<file path="config.mk">
export PLATFORM = sky130hd
export DESIGN_NAME = ssc_mul
export DESIGN_NICKNAME = d
export VERILOG_FILES = /design/src/rtl/ssc_pkg.sv /design/src/rtl/ssc_mul.sv
export SDC_FILE = /design/constraint.sdc
export NUM_CORES = 2
export LEC_CHECK = 0
export BUFFER_PORTS_ARGS = -buffer_cell sky130_fd_sc_hd__buf_2
export CORE_UTILIZATION = 49
export CTS_BUF_LIST = sky130_fd_sc_hd__clkbuf_8
export CTS_CLUSTER_DIAMETER = 60
export DETAILED_ROUTE_END_ITERATION = 8
export PLACE_DENSITY = 0.65
export SLEW_MARGIN = 20
export SYNTH_ARGS = -nofsm -noshare
export SYNTH_HDL_FRONTEND = slang
export SYNTH_SLANG_ARGS = --single-unit
</file>
<file path="constraint.sdc">
create_clock -name clk -period 8.1 [get_ports clk]
set_clock_uncertainty 0.1 [all_clocks]
set_input_delay 0.405 -clock clk [delete_from_list [all_inputs] [get_ports clk]]
set_output_delay 0.405 -clock clk [all_outputs]
set_load 0.01 [all_outputs]
</file>
<file path="src/rtl/ssc_pkg.sv">
`timescale 1ns / 1ps
// ----------------------------------------------------------------------------
// ssc_pkg
// Shared types for the sphere-sphere contact unit.
// ----------------------------------------------------------------------------
package ssc_pkg;

	typedef enum logic [8:0] {
		ST_IDLE  = 9'b000000001,
		ST_RADA  = 9'b000000010,
		ST_RADB  = 9'b000000100,
		ST_SQR   = 9'b000001000,
		ST_ROOT  = 9'b000010000,
		ST_DIV   = 9'b000100000,
		ST_OFFA  = 9'b001000000,
		ST_OFFB  = 9'b010000000,
		ST_DONE  = 9'b100000000
	} state_t;

endpackage

</file>
<file path="src/rtl/ssc_mul.sv">
`timescale 1ns / 1ps
// ----------------------------------------------------------------------------
// ssc_mul
// Shared unsigned multiplier, one registered product per cycle.
// ----------------------------------------------------------------------------
module ssc_mul import ssc_pkg::*; #(
	parameter int W = 32
) (
	input  logic           clk,
	input  logic [W-1:0]   a,
	input  logic [W-1:0]   b,
	output logic [2*W-1:0] p
);
	always_ff @(posedge clk) begin
		p <= a * b;
	end
endmodule
</file>
==> reports/qor.csv <==
metric;value;unit
layout cells sized above 1;0.0704;
Setup CP Type;in2reg;
DRT Pass-1 Iters;8;
max FFs per register;64;
Yosys warning total;0;
RSZ-0062 raised after global routing;false;
asr flop ratio synth;0;
GR peak layer;met2;
Hold Startpoint;a[0];
Detail Route Antenna Nets;0;
Initial Util;0.495;
Synthesized Nets;4972;
DR WL/cell;19.6;um
Reg with most FFs;p;
Synth cell types;57;
f_max;129;MHz
TritonCTS Sinks;64;
Primary FF master, synth;dfxtp_1;
Overall Global Routing Usage;0.272;
Post-synth EDFFs;0;
FF/Latch Area;0.00128;mm2
Worst Max-Slew Pin Slew;734;ps
Seq/Total Area, Yosys;0.0369;
top flop regs;p: 64 flops;
dpl cell area;0.0365;mm2
initial antenna violation count;5;
area delta synth->final;5.91;%
DP HPWL;78900;um
PostCTS Resize Cnt;0;
routing usage on met1;0.318;
Filler Cell Count;6598;
routed wire length;92500;um
detailed-route via count;24900;
fin. max-slew vios;0;
Design Area, Final;0.0367;mm2
FF+latch count, synth;64;
clk buf depth;2;
Residual DRC;0;
Final Hold Fails;0;
Die ar.;0.0718;mm2
startpoint types;primary input;
Tcrit/Tclk final;0.957;
Mean Syn Cell Area;9.25;um2
Hold EP;p[0]$_DFF_P_;
Finish-stage setup viols;0;
CTS tree;done;
final core utilization;0.524;
hold_buf cts;0;
iteration-0 DRC count of the detailed router;1358;
Slew HR;0.511;
CTS Root Cell;clkbuf_8;
met3 usage;0.0267;
Ports;129;
CP Capture Type;flop;
grt total ovfl;0;
H-tree Lvls;3;
Critical Path RT;8290;ps
pin count of the biggest net entering global routing;33;
critical path arrival;7950;ps
Min-Delay Path Depth;3;
die width;268;um
CTS Buf Count;9;
Die H;268;um
outcome;finished clean;
first-pass GRT wire length;149000;um
Max-cap violations;0;
# nets final;4996;
hold crit path type;in2reg;
Multi-input gate area;0.0293;mm2
PortBufs;128;
GP Congestion;0.895;
Vias/cell;5.27;
postcts setup bufs;0;
Site Rows;97;
vias in the first global route;27000;
Worst Path Max Fanout;29;
Final min period;7750;ps
GR Layer Usage met2;0.507;
Fin Setup TNS;0;ps
Cells after Synth;3748;
Core Area;0.0700;mm2
Clock transition at path regs;80;ps
post-synthesis cell area;0.0347;mm2
Yosys cell counts (3+ instances only):
cell type  instances  area (um2)
o31ai_4            3        63.8
a221o_1            4        40.0
a31oi_1           12        75.1
or4_1              3        22.5
nand3_1           10        50.1
nand4_1           23         144
xnor2_1           35         307
a21o_1            40         300
or2_2              3        18.8
or3_1              3        18.8
o21a_1             9        67.6
o21bai_1          10        75.1
a21boi_1           3        22.5
buf_2              6        30.0
a211oi_1           3        22.5
nand2_1          480        1800
nor2_1            20        75.1
clkbuf_1         213         800
o21ai_1            5        25.0
and3_1            14        87.6
and2_1           602        3770
xor2_1            25         219
dfxtp_1           64        1280
a21oi_1           63         315
fa_1             896       17900
nor3_1             7        35.0
ha_1             263        3290
inv_1            865        3250
a221oi_4           3        78.8
a21oi_2            3        26.3
o21ai_0           21         105
and4_1             3        26.3
o221ai_1           3        26.3
cell type report:
type	count	share of cell area
diodes	1	0.0000681
clock buffers	9	0.00337
clock inverters	7	0.00211
inverters	865	0.0884
multi-input cells	2599	0.798
flip-flops and latches	64	0.0349
well taps	940	0.0320
repair buffers	233	0.0409
routing by layer:
layer,share of wire,up-vias
met2,0.54,684
li1,-,10900
met5,0.00037,-
met4,0.047,6
met3,0.041,216
met1,0.37,13100
worst max path at each step:
stage          slack [ps]   from       endpoint
2_1_floorplan         840  a[25]  p[62]$_DFF_P_
3_3_place_gp          190  a[10]  p[62]$_DFF_P_
3_5_place_dp           60  a[10]  p[62]$_DFF_P_
4_1_cts               450  a[10]  p[62]$_DFF_P_
5_1_grt               140  a[10]  p[62]$_DFF_P_
6_report              350  a[10]  p[62]$_DFF_P_
per-stage QoR:
step	std cells	hold slack [ps]	setup WS (ps)
floorplan	3748	432	842
global placement	4701	698	193
detailed placement	4701	698	55.5
CTS	4717	577	450
global route	4717	596	141
finish	4718	623	346
kinds of logic after synthesis:
kind of cell	Yosys count	synth area share
flops	64	0.0369
xor+xnor	60	0.0152
buf+inv	1085	0.118
simple gates	1177	0.176
mux	1	0.000289
fa+ha+maj	1159	0.612
compound gates	202	0.0415
cells in the final DEF, fill, tap and decap left out, types with 4 or more instances in the layout:
cell type / instances
clkbuf_8: 9
xor2_1: 25
fa_1: 896
nand4_1: 23
dfxtp_1: 64
and2_1: 602
buf_12: 6
o21bai_1: 10
o21a_1: 9
a21o_1: 40
o21ai_0: 21
a221o_1: 4
buf_4: 99
ha_1: 263
inv_1: 865
and3_1: 14
nor2_1: 20
nand3_1: 10
o21ai_1: 5
nor3_1: 7
buf_2: 128
xnor2_1: 35
nand2_1: 480
a31oi_1: 12
a21oi_1: 63
critical path, cell delays in order:
cell and delay, ps:
buf_2 310, and2_1 290, fa_1 530, inv_1 50, fa_1 520, inv_1 50, fa_1 500, inv_1 50
fa_1 620, inv_1 70, fa_1 490, fa_1 430, fa_1 530, fa_1 430, ha_1 310, nand4_1 130
or4_1 580, or3_1 370, a31oi_1 530, a31o_2 300, a211oi_1 110, o21ai_1 170, xor2_1 150
Power is not shown: default switching activity piles up to over one toggle a cycle in this logic, so the estimate is an artifact.
